## config.mk

```make
export PLATFORM = sky130hd
export DESIGN_NAME = radix_conversion_digit_emitter
export DESIGN_NICKNAME = d
export VERILOG_FILES = /design/src/sv/rcde_pkg.sv /design/src/sv/rcde_cfg_regs.sv /design/src/sv/rcde_digit_store.sv /design/src/sv/rcde_seq.sv /design/src/sv/radix_conversion_digit_emitter.sv
export SDC_FILE = /design/constraint.sdc
export NUM_CORES = 1
export LEC_CHECK = 0
export ABC_AREA = 1
export BUFFER_PORTS_ARGS = -buffer_cell sky130_fd_sc_hd__buf_2
export CORE_ASPECT_RATIO = 0.7
export CORE_MARGIN = 3
export CORE_UTILIZATION = 50
export CTS_BUF_LIST = sky130_fd_sc_hd__clkbuf_8
export CTS_CLUSTER_DIAMETER = 50
export DETAILED_ROUTE_END_ITERATION = 6
export PLACE_DENSITY_LB_ADDON = 0.1
export SYNTH_ARGS = -nofsm -noshare
export SYNTH_HDL_FRONTEND = slang
export SYNTH_SLANG_ARGS = --single-unit
```

## constraint.sdc

```tcl
create_clock -name aclk -period 6.5 [get_ports aclk]
set_clock_uncertainty 0.15 [all_clocks]
set_input_delay 0.325 -clock aclk [delete_from_list [all_inputs] [get_ports aclk]]
set_output_delay 0.325 -clock aclk [all_outputs]
set_load 0.03 [all_outputs]
```

## src/sv/rcde_pkg.sv

```systemverilog
// rcde_pkg: shared constants and the digit-to-ascii mapping for the radix
// conversion digit emitter. No dependencies; used by every other file but rcde_digit_store.

package rcde_pkg;

    localparam int DIGIT_W = 6;
    localparam int CHAR_W  = 7;
    localparam int APB_ADDR_W = 3;
    localparam int APB_DATA_W = 32;

    // register index of the radix register in the word-addressed map
    localparam logic [APB_ADDR_W-3:0] REG_RADIX = '0;

    localparam logic [DIGIT_W-1:0] RADIX_MIN   = 6'd2;
    localparam logic [DIGIT_W-1:0] RADIX_MAX   = 6'd36;
    localparam logic [DIGIT_W-1:0] RADIX_RESET = 6'd10;

    localparam logic [CHAR_W-1:0] CH_DIGIT_BASE  = 7'd48;
    localparam logic [CHAR_W-1:0] CH_LETTER_BASE = 7'd55;
    localparam logic [CHAR_W-1:0] CH_POINT       = 7'd46;
    localparam logic [DIGIT_W-1:0] DIGIT_NINE    = 6'd9;

    function automatic logic [CHAR_W-1:0] ascii_of(input logic [DIGIT_W-1:0] d);
        logic [CHAR_W-1:0] d_ext;
        d_ext = {1'b0, d};
        if (d <= DIGIT_NINE) begin
            return d_ext + CH_DIGIT_BASE;
        end else begin
            return d_ext + CH_LETTER_BASE;
        end
    endfunction

endpackage

```

## src/sv/rcde_cfg_regs.sv

```systemverilog
// rcde_cfg_regs: apb-style register slave holding the radix register.
// Depends on rcde_pkg for the address map and radix limits.

module rcde_cfg_regs (
    input  logic                              aclk,
    input  logic                              aresetn,
    input  logic                              psel,
    input  logic                              penable,
    input  logic                              pwrite,
    input  logic [rcde_pkg::APB_ADDR_W-1:0]   paddr,
    input  logic [rcde_pkg::APB_DATA_W-1:0]   pwdata,
    output logic [rcde_pkg::APB_DATA_W-1:0]   prdata,
    output logic                              pready,
    output logic [rcde_pkg::DIGIT_W-1:0]      radix
);

    logic [rcde_pkg::DIGIT_W-1:0] radix_reg;
    logic [rcde_pkg::DIGIT_W-1:0] radix_next;
    logic [rcde_pkg::DIGIT_W-1:0] wr_value;
    logic                         hit_radix;
    logic                         wr_strobe;

    assign pready    = 1'b1;
    assign hit_radix = (paddr[rcde_pkg::APB_ADDR_W-1:2] == rcde_pkg::REG_RADIX);
    assign wr_strobe = psel && penable && pwrite && pready;
    assign wr_value  = pwdata[rcde_pkg::DIGIT_W-1:0];

    // out-of-range bases are dropped silently
    always_comb begin
        radix_next = radix_reg;
        if (wr_strobe && hit_radix && (wr_value >= rcde_pkg::RADIX_MIN)
                && (wr_value <= rcde_pkg::RADIX_MAX)) begin
            radix_next = wr_value;
        end
    end

    always_ff @(posedge aclk) begin
        if (!aresetn) begin
            radix_reg <= rcde_pkg::RADIX_RESET;
        end else begin
            radix_reg <= radix_next;
        end
    end

    always_comb begin
        prdata = '0;
        if (hit_radix) begin
            prdata[rcde_pkg::DIGIT_W-1:0] = radix_reg;
        end
    end

    assign radix = radix_reg;

endmodule

```

## src/sv/rcde_digit_store.sv

```systemverilog
// rcde_digit_store: integer digit memory, one write and one registered read
// port. Depends on nothing; widths come from its parameters.

module rcde_digit_store #(
    parameter int DEPTH  = 31,
    parameter int DATA_W = 6
) (
    input  logic                       aclk,
    input  logic                       wr_en,
    input  logic [$clog2(DEPTH)-1:0]   wr_addr,
    input  logic [DATA_W-1:0]          wr_data,
    input  logic [$clog2(DEPTH)-1:0]   rd_addr,
    output logic [DATA_W-1:0]          rd_data
);

    logic [DATA_W-1:0] digit_mem [DEPTH];
    logic [DATA_W-1:0] rd_data_reg;

    always_ff @(posedge aclk) begin
        if (wr_en) begin
            digit_mem[wr_addr] <= wr_data;
        end
        rd_data_reg <= digit_mem[rd_addr];
    end

    assign rd_data = rd_data_reg;

endmodule

```

## src/sv/rcde_seq.sv

```systemverilog
// rcde_seq: sequencer around one shared compare-subtract step (bit-serial
// division by the radix), the fraction multiply-by-base and the output register.
// Depends on rcde_pkg and drives the ports of rcde_digit_store.

module rcde_seq #(
    parameter int WHOLE_BITS      = 31,
    parameter int FRACTION_DIGITS = 8,
    parameter int FRACTION_BITS   = 32
) (
    input  logic                              aclk,
    input  logic                              aresetn,
    input  logic [rcde_pkg::DIGIT_W-1:0]      radix,
    input  logic                              s_valid,
    output logic                              s_ready,
    input  logic [WHOLE_BITS-1:0]             s_whole_value,
    input  logic [FRACTION_BITS-1:0]          s_fraction_value,
    output logic                              m_valid,
    input  logic                              m_ready,
    output logic [rcde_pkg::CHAR_W-1:0]       m_character,
    output logic                              m_final_char,
    output logic                              st_wr_en,
    output logic [$clog2(WHOLE_BITS)-1:0]     st_wr_addr,
    output logic [rcde_pkg::DIGIT_W-1:0]      st_wr_data,
    output logic [$clog2(WHOLE_BITS)-1:0]     st_rd_addr,
    input  logic [rcde_pkg::DIGIT_W-1:0]      st_rd_data
);

    localparam int DW   = rcde_pkg::DIGIT_W;
    localparam int AW   = $clog2(WHOLE_BITS);
    localparam int CW   = $clog2(WHOLE_BITS + 1);
    localparam int FW   = $clog2(FRACTION_DIGITS + 1);
    localparam int PW   = FRACTION_BITS + DW;

    localparam logic [2:0] ST_IDLE  = 3'd0;
    localparam logic [2:0] ST_DIV   = 3'd1;
    localparam logic [2:0] ST_FETCH = 3'd2;
    localparam logic [2:0] ST_INT   = 3'd3;
    localparam logic [2:0] ST_POINT = 3'd4;
    localparam logic [2:0] ST_FRAC  = 3'd5;

    logic [2:0]                 state_reg, state_next;
    logic [WHOLE_BITS-1:0]      v_reg, v_next;
    logic [DW-1:0]              rem_reg, rem_next;
    logic [AW-1:0]              bit_cnt_reg, bit_cnt_next;
    logic [CW-1:0]              cnt_reg, cnt_next;
    logic [FRACTION_BITS-1:0]   frac_reg, frac_next;
    logic                       frac_nz_reg, frac_nz_next;
    logic [FW-1:0]              fcnt_reg, fcnt_next;
    logic                       out_valid_reg, out_valid_next;
    logic [rcde_pkg::CHAR_W-1:0] char_reg, char_next;
    logic                       final_reg, final_next;

    logic [DW:0]                div_t;
    logic [DW:0]                radix_ext;
    logic [DW:0]                div_diff;
    logic                       div_ge;
    logic [DW-1:0]              rem_step;
    logic [WHOLE_BITS-1:0]      v_step;
    logic                       div_last;
    logic [CW-1:0]              cnt_m1;
    logic [PW-1:0]              prod;
    logic [DW-1:0]              frac_digit;
    logic                       out_free;
    logic                       out_load;

    // shared step: shift in the next dividend bit, subtract the base if it fits
    assign div_t     = {rem_reg, v_reg[WHOLE_BITS-1]};
    assign radix_ext = {1'b0, radix};
    assign div_diff  = div_t - radix_ext;
    assign div_ge    = (div_t >= radix_ext);
    assign rem_step  = div_ge ? div_diff[DW-1:0] : div_t[DW-1:0];
    assign v_step    = {v_reg[WHOLE_BITS-2:0], div_ge};
    assign div_last  = (bit_cnt_reg == AW'(WHOLE_BITS - 1));

    // fraction times base, integer part on top is the digit
    assign prod       = {{DW{1'b0}}, frac_reg} * {{FRACTION_BITS{1'b0}}, radix};
    assign frac_digit = prod[PW-1:FRACTION_BITS];

    assign cnt_m1   = cnt_reg - CW'(1);
    assign out_free = !out_valid_reg || m_ready;

    assign st_wr_en   = (state_reg == ST_DIV) && div_last;
    assign st_wr_addr = cnt_reg[AW-1:0];
    assign st_wr_data = rem_step;
    assign st_rd_addr = cnt_m1[AW-1:0];

    always_comb begin
        state_next   = state_reg;
        v_next       = v_reg;
        rem_next     = rem_reg;
        bit_cnt_next = bit_cnt_reg;
        cnt_next     = cnt_reg;
        frac_next    = frac_reg;
        frac_nz_next = frac_nz_reg;
        fcnt_next    = fcnt_reg;
        char_next    = char_reg;
        final_next   = final_reg;
        out_load     = 1'b0;

        unique case (state_reg)
            ST_IDLE: begin
                if (s_valid) begin
                    v_next       = s_whole_value;
                    frac_next    = s_fraction_value;
                    frac_nz_next = (s_fraction_value != '0);
                    rem_next     = '0;
                    bit_cnt_next = '0;
                    cnt_next     = '0;
                    state_next   = ST_DIV;
                end
            end
            ST_DIV: begin
                v_next       = v_step;
                rem_next     = rem_step;
                bit_cnt_next = bit_cnt_reg + AW'(1);
                if (div_last) begin
                    cnt_next     = cnt_reg + CW'(1);
                    bit_cnt_next = '0;
                    rem_next     = '0;
                    if ((v_step == '0) || (cnt_reg == CW'(WHOLE_BITS - 1))) begin
                        state_next = ST_FETCH;
                    end
                end
            end
            ST_FETCH: begin
                state_next = ST_INT;
            end
            ST_INT: begin
                if (out_free) begin
                    out_load   = 1'b1;
                    char_next  = rcde_pkg::ascii_of(st_rd_data);
                    final_next = (cnt_reg == CW'(1)) && !frac_nz_reg;
                    cnt_next   = cnt_m1;
                    if (cnt_reg == CW'(1)) begin
                        state_next = frac_nz_reg ? ST_POINT : ST_IDLE;
                    end else begin
                        state_next = ST_FETCH;
                    end
                end
            end
            ST_POINT: begin
                if (out_free) begin
                    out_load   = 1'b1;
                    char_next  = rcde_pkg::CH_POINT;
                    final_next = 1'b0;
                    fcnt_next  = '0;
                    state_next = ST_FRAC;
                end
            end
            ST_FRAC: begin
                if (out_free) begin
                    out_load   = 1'b1;
                    char_next  = rcde_pkg::ascii_of(frac_digit);
                    frac_next  = prod[FRACTION_BITS-1:0];
                    final_next = (fcnt_reg == FW'(FRACTION_DIGITS - 1));
                    fcnt_next  = fcnt_reg + FW'(1);
                    if (fcnt_reg == FW'(FRACTION_DIGITS - 1)) begin
                        state_next = ST_IDLE;
                    end
                end
            end
            default: begin
                state_next = ST_IDLE;
            end
        endcase
    end

    always_comb begin
        out_valid_next = out_valid_reg && !m_ready;
        if (out_load) begin
            out_valid_next = 1'b1;
        end
    end

    always_ff @(posedge aclk) begin
        if (!aresetn) begin
            state_reg     <= ST_IDLE;
            out_valid_reg <= 1'b0;
            cnt_reg       <= '0;
            bit_cnt_reg   <= '0;
            fcnt_reg      <= '0;
            frac_nz_reg   <= 1'b0;
        end else begin
            state_reg     <= state_next;
            out_valid_reg <= out_valid_next;
            cnt_reg       <= cnt_next;
            bit_cnt_reg   <= bit_cnt_next;
            fcnt_reg      <= fcnt_next;
            frac_nz_reg   <= frac_nz_next;
        end
    end

    always_ff @(posedge aclk) begin
        v_reg    <= v_next;
        rem_reg  <= rem_next;
        frac_reg <= frac_next;
        char_reg <= char_next;
        final_reg <= final_next;
    end

    assign s_ready      = (state_reg == ST_IDLE);
    assign m_valid      = out_valid_reg;
    assign m_character  = char_reg;
    assign m_final_char = final_reg;

    // remainder stays below the base throughout a division pass
    a_rem_below_radix: assert property (@(posedge aclk) disable iff (!aresetn)
        (state_reg == ST_DIV) |-> (rem_reg < radix))
        else $error("division remainder reached the base");

    a_cnt_in_range: assert property (@(posedge aclk) disable iff (!aresetn)
        (cnt_reg <= CW'(WHOLE_BITS)))
        else $error("digit count beyond store depth");

    a_request_starts_div: assert property (@(posedge aclk) disable iff (!aresetn)
        (s_valid && s_ready) |=> (state_reg == ST_DIV) && (cnt_reg == '0))
        else $error("accepted request did not start division");

    a_final_ends_number: assert property (@(posedge aclk) disable iff (!aresetn)
        (out_load && final_next) |=> (state_reg == ST_IDLE))
        else $error("final character loaded but sequencer still busy");

    a_frac_only_if_nonzero: assert property (@(posedge aclk) disable iff (!aresetn)
        ((state_reg == ST_POINT) || (state_reg == ST_FRAC)) |-> frac_nz_reg)
        else $error("fraction digits for a zero fraction");

endmodule

```

## src/sv/radix_conversion_digit_emitter.sv

```systemverilog
// radix_conversion_digit_emitter: top level, ties config registers, sequencer
// and digit store together. Depends on rcde_pkg, rcde_cfg_regs, rcde_seq, rcde_digit_store.
//
//   A request on the s_ channel carries an unsigned integer part
//   (s_whole_value) and an unsigned fixed-point fraction (s_fraction_value).
//   The m_ channel returns one ascii character per transfer: the integer
//   digits most significant first (a single '0' for a zero integer part),
//   then, for a nonzero fraction, '.' and FRACTION_DIGITS fraction digits;
//   m_final_char marks the last one. The base (2 to 36, reset 10) sits in the
//   radix register at apb address 0; out-of-range writes are dropped. Write it
//   only while the block is idle.
//   s_ready is high only in idle. Each integer digit costs a full pass of the
//   shared compare-subtract step over all WHOLE_BITS dividend bits, each
//   integer character a digit store read (ST_FETCH, then ST_INT), and each
//   fraction digit one multiply by the base. A stalled m_ready holds the output
//   register and the sequencer waits on it; the next request is taken once the
//   last character is in the output register. Reset (aresetn low, synchronous)
//   empties the output register, idles the sequencer and sets the radix to 10.

module radix_conversion_digit_emitter #(
    parameter int WHOLE_BITS      = 31,
    parameter int FRACTION_DIGITS = 8,
    parameter int FRACTION_BITS   = 32
) (
    input  logic                              aclk,
    input  logic                              aresetn,
    input  logic                              psel,
    input  logic                              penable,
    input  logic                              pwrite,
    input  logic [rcde_pkg::APB_ADDR_W-1:0]   paddr,
    input  logic [rcde_pkg::APB_DATA_W-1:0]   pwdata,
    output logic [rcde_pkg::APB_DATA_W-1:0]   prdata,
    output logic                              pready,
    input  logic                              s_valid,
    output logic                              s_ready,
    input  logic [WHOLE_BITS-1:0]             s_whole_value,
    input  logic [FRACTION_BITS-1:0]          s_fraction_value,
    output logic                              m_valid,
    input  logic                              m_ready,
    output logic [rcde_pkg::CHAR_W-1:0]       m_character,
    output logic                              m_final_char
);

    localparam int AW = $clog2(WHOLE_BITS);

    logic [rcde_pkg::DIGIT_W-1:0] radix;
    logic                         st_wr_en;
    logic [AW-1:0]                st_wr_addr;
    logic [rcde_pkg::DIGIT_W-1:0] st_wr_data;
    logic [AW-1:0]                st_rd_addr;
    logic [rcde_pkg::DIGIT_W-1:0] st_rd_data;

    rcde_cfg_regs u_cfg_regs (
        .aclk    (aclk),
        .aresetn (aresetn),
        .psel    (psel),
        .penable (penable),
        .pwrite  (pwrite),
        .paddr   (paddr),
        .pwdata  (pwdata),
        .prdata  (prdata),
        .pready  (pready),
        .radix   (radix)
    );

    rcde_digit_store #(
        .DEPTH  (WHOLE_BITS),
        .DATA_W (rcde_pkg::DIGIT_W)
    ) u_digit_store (
        .aclk    (aclk),
        .wr_en   (st_wr_en),
        .wr_addr (st_wr_addr),
        .wr_data (st_wr_data),
        .rd_addr (st_rd_addr),
        .rd_data (st_rd_data)
    );

    rcde_seq #(
        .WHOLE_BITS      (WHOLE_BITS),
        .FRACTION_DIGITS (FRACTION_DIGITS),
        .FRACTION_BITS   (FRACTION_BITS)
    ) u_seq (
        .aclk             (aclk),
        .aresetn          (aresetn),
        .radix            (radix),
        .s_valid          (s_valid),
        .s_ready          (s_ready),
        .s_whole_value    (s_whole_value),
        .s_fraction_value (s_fraction_value),
        .m_valid          (m_valid),
        .m_ready          (m_ready),
        .m_character      (m_character),
        .m_final_char     (m_final_char),
        .st_wr_en         (st_wr_en),
        .st_wr_addr       (st_wr_addr),
        .st_wr_data       (st_wr_data),
        .st_rd_addr       (st_rd_addr),
        .st_rd_data       (st_rd_data)
    );

endmodule

```

**Word level (Yosys, flattened, before mapping)**

Memories as Yosys holds them, arrays and structs flattened. A register that Yosys moved wholly into a read port is not among the register bits.
Index checks and enable logic that the tools add are counted.

- Bitwise gates (word level): 1
- Multipliers: 1
- Equal/unequal tests: 16
- Reductions and logical operators: 29
- Magnitude comparators: 5
- Muxes and demuxes: 44
- Add/subtract/negate cells: 9

Operators by type and width:

| cell | number |
|---|---|
| 32-bit two-way mux | 2 |
| 32-bit one-hot mux with 2 select lines | 1 |
| 31-bit one-hot mux with 2 select lines | 1 |
| 32-bit by 6-bit multiplier with 38-bit output | 1 |
| 7-bit two-way mux | 5 |
| 32-bit nonzero test | 1 |
| 31-bit logical NOT | 1 |
| 31-bit two-way mux | 1 |
| 6-bit by 6-bit adder with 7-bit output, second input constant | 4 |
| 3-bit two-way mux | 9 |
| 6-bit two-way mux | 4 |
| 7-bit one-hot mux with 3 select lines | 1 |
| 5-bit two-way mux | 4 |
| 3-bit one-hot mux with 6 select lines | 1 |
| 5-bit one-hot mux with 3 select lines | 1 |
| 6-bit by 4-bit less-or-equal comparator with 1-bit output, second input constant | 2 |
| 6-bit one-hot mux with 2 select lines | 1 |
| 5-bit by 1-bit adder with 5-bit output, second input constant | 2 |
| 5-bit equality test, second input constant | 2 |
| 2-bit by 1-bit != test with 1-bit output, second input constant | 5 |
| 5-bit one-hot mux with 2 select lines | 1 |
| 1-bit logical AND | 8 |
| 1-bit two-way mux | 8 |
| 4-bit two-way mux | 2 |
| other kinds (25) | 37 |

- Register bits after elaboration: 102
- Input port bits: 105
- Logic and storage cells: 118
- Memories: 1
- Output and inout port bits: 43
- Bits in writable memories: 186

Memory list:

| memory | words | bits a word | rd ports | clocked after memory_dff | write ports | line | source |
|---|---|---|---|---|---|---|---|
| u_digit_store.digit_mem | 31 | 6 | 1 | 1 | 1 | rcde_digit_store.sv:16 | `logic [DATA_W-1:0] digit_mem [DEPTH];` |

**Logic depth before layout (Yosys ltp)**

Gate-level depths: netlist (run 1).

- Depth after elaboration: 6
- Gate-level depth with buffers: 29

**By module**

From an unflattened synthesis (run 1), not the netlist that was laid out.

- Cells, all modules: 2474
- Area, all modules: 20546.0 um^2

Modules (own cells, without submodules):

| module | times used | area each (um^2) | cells each |
|---|---|---|---|
| rcde_seq | 1 | 12164.2 | 1718 |
| rcde_digit_store | 1 | 7845.0 | 677 |
| rcde_cfg_regs | 1 | 536.8 | 79 |

**Worst setup path after synthesis (run 1)**

Ideal clock, no wire load.

- Path type: register to register
- Start point: register u_cfg_regs.radix_reg (netlist bit u_cfg_regs.radix[4])
- End point: register u_seq.char_reg (netlist bit u_seq.m_character[5]) (data pin)
- Buffers on the path: 2
- Required time: 6094 ps
- Slack: 1786 ps
- Clock period less this slack: 4714 ps
- Cell stages (with the launch flop): 28
- Arrival time: 4308 ps
- Cells stage by stage: dfxtp_1 clkbuf_1 clkbuf_1 nand2_1 inv_1 fa_1 fa_1 inv_1 fa_1 inv_1 ha_1 nand2_1 inv_1 nand2_1 nand2_1 a21oi_1 nand2_2 nand2_1 nand3_1 nand2_4 inv_1 ha_1 nand2_2 nand3_4 a21oi_1 nand2_1 nand2_1 nand2_1

- Word-level cells in the longest chain between the ends: 5

Ends and longest elaborated chain:

| item | line | source |
|---|---|---|
| from (decl) | rcde_cfg_regs.sv:17 | `logic [rcde_pkg::DIGIT_W-1:0] radix_reg;` |
| from (signal assigned) | rcde_cfg_regs.sv:39 | `radix_reg <= rcde_pkg::RADIX_RESET;` |
| from (signal assigned) | rcde_cfg_regs.sv:41 | `radix_reg <= radix_next;` |
| 32-bit by 6-bit multiplier with 38-bit output * | rcde_seq.sv:76 | `assign prod = {{DW{1'b0}}, frac_reg} * {{FRACTION_BITS{1'b0}}, radix};` |
| 6-bit by 6-bit adder with 7-bit output, or another cell as far along | rcde_pkg.sv:29 | `return d_ext + CH_LETTER_BASE;` |
| 7-bit two-way mux * | rcde_pkg.sv:26 | `if (d <= DIGIT_NINE) begin` |
| 7-bit two-way mux * | rcde_seq.sv:151 | `if (out_free) begin` |
| 7-bit one-hot mux with 3 select lines * | rcde_seq.sv:100 | `unique case (state_reg)` |
| via u_seq.char_next (one bit) | rcde_seq.sv:50 | `logic [rcde_pkg::CHAR_W-1:0] char_reg, char_next;` |
| to (signal assigned) | rcde_seq.sv:197 | `char_reg <= char_next;` |
| to (decl) | rcde_seq.sv:50 |  |

The timed path passes the listed nets; every way through them passes the cells marked *. The select of a mux whose other input is x is not followed.
A chain may end at the register's enable or synchronous reset.

**Final worst setup path (run 1)**

- Start point: register u_cfg_regs.radix_reg (netlist bit u_cfg_regs.radix[2])
- End point: register u_seq.char_reg (netlist bit u_seq.m_character[5]) (data pin)

Same word-level chain as after synthesis.

==> results of run 1 <==
-- power breakdown --
| part | internal (mW) | leakage, nW | switching [mW] |
|---|---|---|---|
| clock network | 0.904 | 0.567 | 0.803 |
| logic | 1.28 | 7.79 | 2.97 |
| registers | 2.75 | 2.67 | 0.169 |
-- cell usage in the layout (no fill, tap or decap), types with 22 or more instances in the layout --
cell type and n:
nand2_1 544, o211ai_1 25, dfxtp_1 30, inv_1 493, ha_1 66, nand3_1 47
o21ai_0 157, o22ai_1 22, conb_1 27, fa_1 122, edfxtp_1 263, o221ai_1 23
clkbuf_8 55, nor2_1 183, a21oi_1 61, buf_2 92, dlygate4sd3_1 74
-- how the worst max path moves through the flow --
stage                              from              endpoint  slack (ns)
floorplan           u_cfg_regs.radix[4]  u_seq.m_character[5]        1.79
global placement    u_cfg_regs.radix[2]  u_seq.m_character[5]        1.16
detailed placement  u_cfg_regs.radix[2]  u_seq.m_character[5]        1.11
CTS                 u_cfg_regs.radix[2]  u_seq.m_character[5]        1.09
global route        u_cfg_regs.radix[2]  u_seq.m_character[5]        0.61
finish              u_cfg_regs.radix[2]  u_seq.m_character[5]        1.04
-- per-stage QoR --
stage | setup slack (ns) | power (mW) | instances | hold WS [ns] | instance area, um2
final | 1.04 | 8.88 | 3051 | 0.0473 | 22800
after global routing | 0.607 | 9.51 | 3051 | 0.0494 | 22800
after CTS | 1.09 | 8.87 | 3051 | 0.00682 | 22800
after detailed placement | 1.11 | 7.12 | 2887 | 0.332 | 21000
after global placement | 1.16 | 7.04 | 2887 | 0.325 | 21000
after floorplan | 1.79 | 5.79 | 2354 | 0.305 | 20200
-- worst min-delay path: cells and delay by family --
kind	cells	cell delay [ns]
and+or+nand+nor	1	0.06
AOI/OAI and AO/OA	1	0.16
buffers and inverters	1	0.10
-- area by class of cell --
cell class | count | area [um2] | share of cell area, %
clock buffers | 55 | 757 | 3.32
flip-flops and latches | 294 | 8520 | 37.4
clock inverters | 35 | 249 | 1.09
well taps | 527 | 659 | 2.89
repair buffers | 187 | 1360 | 5.96
multi-input cells | 1457 | 9380 | 41.2
inverters | 496 | 1860 | 8.17
-- metal layers --
metal / GRT usage, % / share of wire (%) / vias up
li1: - / - / 7678
met1: 38.4 / 49 / 7625
met2: 34.6 / 42 / 546
met3: 4.28 / 7.2 / 67
met4: 5.38 / 1.8 / 0
met5: 0 / 0 / -
-- logic make-up after synthesis --
family	share of synthesized area (%)
compound gates	10.0
flops	42.3
fa+ha+maj	16.2
other cells	0.0373
xor+xnor	1.47
simple gates	18.2
buf+inv	11.8
-- timing repair --
action | 4_1_cts | 5_1_grt
hold endpoints to repair | 77 | 0
hold buffers | 74 | 0
resized for setup | 0 | 0
==> reports/qor.txt, run 1 <==
status -> complete, no violations
Startpoint Class -> register
DRT iter0 DRCs -> 1,450
crit-path max FO -> 23
dominant cell type by area after synthesis -> edfxtp_1
Initial Utilization -> 51.6%
Mean Syn Cell Area -> 8.64 um2
antenna violations before repair -> 0
core box area -> 39,000 um2
Critical-path top delay cell -> dfxtp_1
max_cap viols -> 0
HPWL Detailed -> 36.1 mm
GPL Wtd Cong -> 0.888
worst r2r dst -> u_seq.m_character[5]
share of layout cells above drive strength 1 -> 10.3%
critical-path cell list -> buf_4, nand2_1, inv_1, fa_1, fa_1, inv_1, fa_1, inv_1, ha_1, nand2_1, nor2_1, inv_1, nor2_1, and3_1, nand2_1, nand3_1, nand2_4, ha_1, nand2_2, nand3_4, a21oi_1, nand2_1, nand2_1, nand2_1
Worst-Margin Slew -> 1.18 ns
GRT Overall Usage -> 24.2%
Synth Warn # -> 0
Routed WL -> 51.5 mm
fin. max-slew vios -> 0
die width -> 246 um
Vert. Die Dim -> 174 um
delay-heaviest family, CP -> adder cells
ranking of synthesized cells by area -> edfxtp_1 (39%), fa_1 (12%), nand2_1 (10%), inv_1 (9.0%), ha_1 (4.1%)
worst min-delay path category -> input pin to register
Crit. End Element -> register
setup slack, reg-to-reg -> 1.04 ns
maximum root-to-sink buffer count -> 3
vias in the first global route -> 15,600
critical path depth -> 24
Tmin final -> 5.46 ns
vias per cell -> 5.22
Clk Latency, worst-skew pair -> 0.61 ns
Worst Hold End -> u_seq.frac_reg[5]
DRC viols -> 0
total negative slack -> 0 ns
most common cell type on the critical path -> nand2_1
FMAX -> 0.183 GHz
Cell variety after synth -> 52
WS Path Type -> register to register
number of flops mapped to enable cells by yosys -> 263
Crit path buffers/inverters -> 5
HP Start -> s_fraction_value[5]
num rows -> 60
Overflow after GRT -> 0
main flop type after synthesis -> edfxtp_1
DR vias -> 15,900
Inserted Clock Buffers -> 51
Seq/Total Area, Yosys -> 42.3%
Die ar. -> 42,700 um2
# diodes -> 0
cells after synthesis -> 2,329
Worst Path Required -> 6.71 ns
cell with the most instances after synthesis -> nand2_1
# fillers -> 3,509
# IOs -> 148
largest net degree at the start of global routing -> 96
nets -> 2,780
Worst-path clk slew -> 0.06 ns
First-pass DRT Iterations -> 6
TritonCTS clock tree -> done
post-synthesis async set-or-reset flop share -> 0%
mapped cell area -> 20,100 um2
Critical Path Max Stage Delay -> 0.63 ns
CTS Sinks -> 294
final hold viol count -> 0
CP arrival -> 5.67 ns
hold depth -> 3
RSZ-0062 raised after global routing -> no
reg2reg start -> u_cfg_regs.radix[2]
fin crit share -> 84.1%
I/O Buffers -> 92
WL per Instance -> 16.9 um
P_leak -> 11.0 nW
Max-slew headroom -> 21.5%
Worst VDD drop -> 0.340 mV
DRT antenna net count -> 0
final setup violation count -> 0
Synth Register Bits -> 294
Commonest cells post-synth -> nand2_1 (544), inv_1 (482), edfxtp_1 (263), nor2_1 (183), o21ai_0 (158)
Synth top area share -> 39.2%
CTS H-Tree Depth -> 2
pwr dens -> 390 nW/um2
cells on worst reg2reg path -> 24
Post-CTS Setup Bufs -> 0
max reg flops -> 186
CTS root buf -> clkbuf_8
area delta synth->final -> 13.2%
first-pass GRT wire length -> 82.4 mm
fin util -> 58.4%
Note: power is estimated with default switching activity, not from simulation.
==> inputs of run 2 (changes only) <==
- ABC_AREA: 1 -> 0
- clock period: 6.5 -> 5.24 ns (I/O delays scaled with it)
==> reports/qor.txt, run 2 <==
GRT Overall Usage -> 24.7% (+0.46 points)
Synth Area in Compound Gates -> 6.63% (-3.4 points)
pwr dens -> 444 nW/um2 (+14%)
final hold viol count -> 0 (unchanged)
mapped cell area -> 19,200 um2 (-4.4%)
register share of total power -> 34.3% (+1.4 points)
met3 Resource Use GR -> 4.57% (+0.29 points)
num rows -> 59 (-1.7%)
adder-cell area share of the yosys netlist -> 17.0% (+0.75 points)
Initial Utilization -> 51.2% (-0.37 points)
main flop type after synthesis -> edfxtp_1
maximum root-to-sink buffer count -> 3 (unchanged)
core box area -> 37,600 um2 (-3.7%)
Crit. End Element -> register
Seq/Total Area, Yosys -> 44.3% (+2.0 points)
violated checks -> negative setup slack
largest family of logic cells by synthesized area -> adder cells
cell with the most instances after synthesis -> edfxtp_1
Vert. Die Dim -> 170 um (-2.2%)
Startpoint Class -> register
cells after synthesis -> 1,713 (-26%)
FMAX -> 0.179 GHz (-2.0%)
Tmin final -> 5.57 ns (+0.111 ns)
I/O Buffers -> 92 (unchanged)
Commonest cells post-synth -> edfxtp_1 (263), nand2_1 (208), inv_1 (184), and2_1 (183), fa_1 (122)
fin util -> 62.4% (+4.1 points)
First-pass DRT Iterations -> 5 (-1)
grt met1 use -> 38.6% (+0.24 points)
Mean Syn Cell Area -> 11.2 um2 (+30%)
vias per cell -> 5.43 (+4.1%)
Sw Ratio -> 38.7% (-5.7 points)
CTS Sinks -> 294 (unchanged)
# diodes -> 0 (unchanged)
DRT antenna net count -> 0 (unchanged)
antenna violations before repair -> 1 (+1)
Worst-path clk slew -> 0.06 ns (about the same)
DR vias -> 13,900 (-12%)
final setup violation count -> 7 (+7)
gr busiest metal -> met1
HPWL Detailed -> 35.2 mm (-2.4%)
DRT iter0 DRCs -> 1,256 (-13%)
WL per Instance -> 19.2 um (+14%)
xor and xnor area share after synthesis -> 2.00% (+0.52 points)
first-pass GRT wire length -> 78.3 mm (-4.9%)
Routed WL -> 49.2 mm (-4.6%)
Synth Warn # -> 0 (unchanged)
area delta synth->final -> 21.9%
share of layout cells above drive strength 1 -> 23.7% (+13 points)
Place WS -> -0.592 ns (-1.71 ns)
hold slack -> 0.243 ns (+0.196 ns)
Inserted Clock Buffers -> 48 (-5.9%)
Worst Path Required -> 5.40 ns (-1.31 ns)
CTS H-Tree Depth -> 2 (unchanged)
fin crit share -> 106% (+22 points)
CP arrival -> 5.74 ns (+0.07 ns)
Overflow after GRT -> 0 (unchanged)
largest net degree at the start of global routing -> 55 (-43%)
Synth Register Bits -> 294 (unchanged)
nets -> 2,333 (-16%)
Worst-Margin Slew -> 1.09 ns (-0.0902 ns)
Synth top area share -> 41.1% (+1.8 points)
Worst VDD drop -> 0.243 mV (-29%)
clock share of power -> 18.0% (-1.2 points)
Clk Latency, worst-skew pair -> 0.58 ns (-0.03 ns)
Cell variety after synth -> 78 (+50%)
CTS root buf -> clkbuf_8
Combinational Power Share -> 47.8% (about the same)
setup slack, reg-to-reg -> -0.33 ns (-1.37 ns)
max_cap viols -> 0 (unchanged)
crit-path max FO -> 5 (-78%)
met2 usage -> 36.1% (+1.6 points)
GPL Wtd Cong -> 0.935 (+5.2%)
multiplexer share of the synthesized area -> 7.78% (+7.8 points)
status -> finished with violations
fin. max-slew vios -> 0 (unchanged)
RSZ-0062 raised after global routing -> yes
WS Path Type -> register to register
total negative slack -> -2.01 ns (-2.01 ns)
Non-Filler Instances -> 2,565 (-16%)
ranking of synthesized cells by area -> edfxtp_1 (41%), fa_1 (13%), mux4_2 (6.3%), and2_1 (6.0%), ha_1 (4.3%)
internal power -> 6.39 mW (+29%)
max reg flops -> 186 (unchanged)
P_leak -> 9.71 nW (-12%)
post-synthesis async set-or-reset flop share -> 0% (unchanged)
Max-slew headroom -> 27.6% (+6.1 points)
DRC viols -> 0 (unchanged)
setup ws final -> -0.335 ns (-1.37 ns)
commonest cells after routing, fill and taps aside -> edfxtp_1 (263), nand2_1 (205), inv_1 (196)
simple-gate share of the synthesized area -> 16.3% (-1.9 points)
die width -> 240 um (-2.2%)
number of flops mapped to enable cells by yosys -> 263 (unchanged)
switching power -> 4.03 mW (+2.2%)
vias in the first global route -> 14,300 (-8.9%)
TritonCTS clock tree -> done
worst min-delay path category -> input pin to register
dominant cell type by area after synthesis -> edfxtp_1
most common cell after layout, fill and taps aside -> edfxtp_1
dpl cells -> 2,383 (-17%)
Die ar. -> 40,900 um2 (-4.3%)
# IOs -> 148 (unchanged)
==> run 2: cell count changes after synthesis, sizes merged, moves of 54 or more <==
cell and delta:
nand2 -358, mux4 +54, o21ai -99, and2 +181, inv -309, nor2 -86
==> run 2: cell families (layout without fill, tap and decap cells) <==
group,after synthesis,count (layout)
muxes,81,81
and+or+nand+nor,620,620
buffers and inverters,278,617
xor gates and xnor gates,43,43
other,2,27
DFF,294,294
AOI/OAI and AO/OA,207,207
adders and majority gates,188,188
==> run 2: worst paths after layout <==
check / startpoint / end / depth (start not counted)
worst min register to register: u_seq.bit_cnt_reg[4] / u_seq.bit_cnt_reg[4] / 1
worst max register to register: u_seq.frac_reg[7] / u_seq.m_character[2] / 24
worst max-delay path: u_seq.frac_reg[7] / u_seq.m_character[2] / 24
worst min-delay path: penable / u_cfg_regs.radix[5] / 6
==> run 2: stage by stage <==
step | power [mW] | cell area (um2)
after detailed placement | 8.20 | 21300
final | 10.4 | 23500
after CTS | 10.3 | 23200
after global routing | 11.1 | 23500
after floorplan | 6.38 | 19500
after global placement | 8.12 | 21300
==> run 2: area by class of cell <==
class	count	area [um2]
Tap cell	488	611
Fill cell	3025	14100
Inverter	184	691
Clock inverter	36	191
Sequential cell	294	8530
Multi-Input combinational cell	1166	10100
Clock buffer	51	702
Timing Repair Buffer	346	2640
==> run 2: routing by layer <==
metal  share of wire (%)  up-vias  wire length (um)
met4                 1.9        2               935
li1                    -     6484                 -
met3                 7.7       75              3800
met5               0.014        -                 7
met1                  48     6889             23500
met2                  43      485             20900
==> run 2: critical path, cell delays in order (launching register included) <==
cell      delay (ns)
edfxtp_1        0.47
buf_4           0.18
and2_1          0.16
fa_1            0.45
fa_1            0.49
inv_1           0.06
fa_2            0.55
inv_1           0.06
ha_4            0.29
o211ai_1        0.09
a21o_1          0.23
a211oi_2        0.32
buf_4           0.16
buf_4           0.09
o31a_1          0.20
buf_6           0.15
nor4_4          0.05
nor4b_4         0.33
buf_4           0.20
o21ai_2         0.07
nor3b_4         0.17
buf_6           0.12
buf_6           0.11
nor2_1          0.12
a211oi_2        0.05
==> run 2: power by group through the flow <==
stage          combinational (mW)  sequential, mW  clock (mW)
3_5_place_dp                 4.58            3.62           0
6_report                     4.98            3.57        1.87
3_3_place_gp                 4.51            3.61           0
5_1_grt                      5.51            3.61        2.02
4_1_cts                      4.76            3.57        1.92
2_1_floorplan                2.82            3.56           0
==> run 2: repair_timing <==
action | in CTS | in global routing
setup endpoints to repair | 8 | 9
setup buffers | 8 | 12
gates resized for setup | 35 | 39
pin swaps | 24 | 13
hold endpoints to repair | 74 | 0
hold buffers | 75 | 0
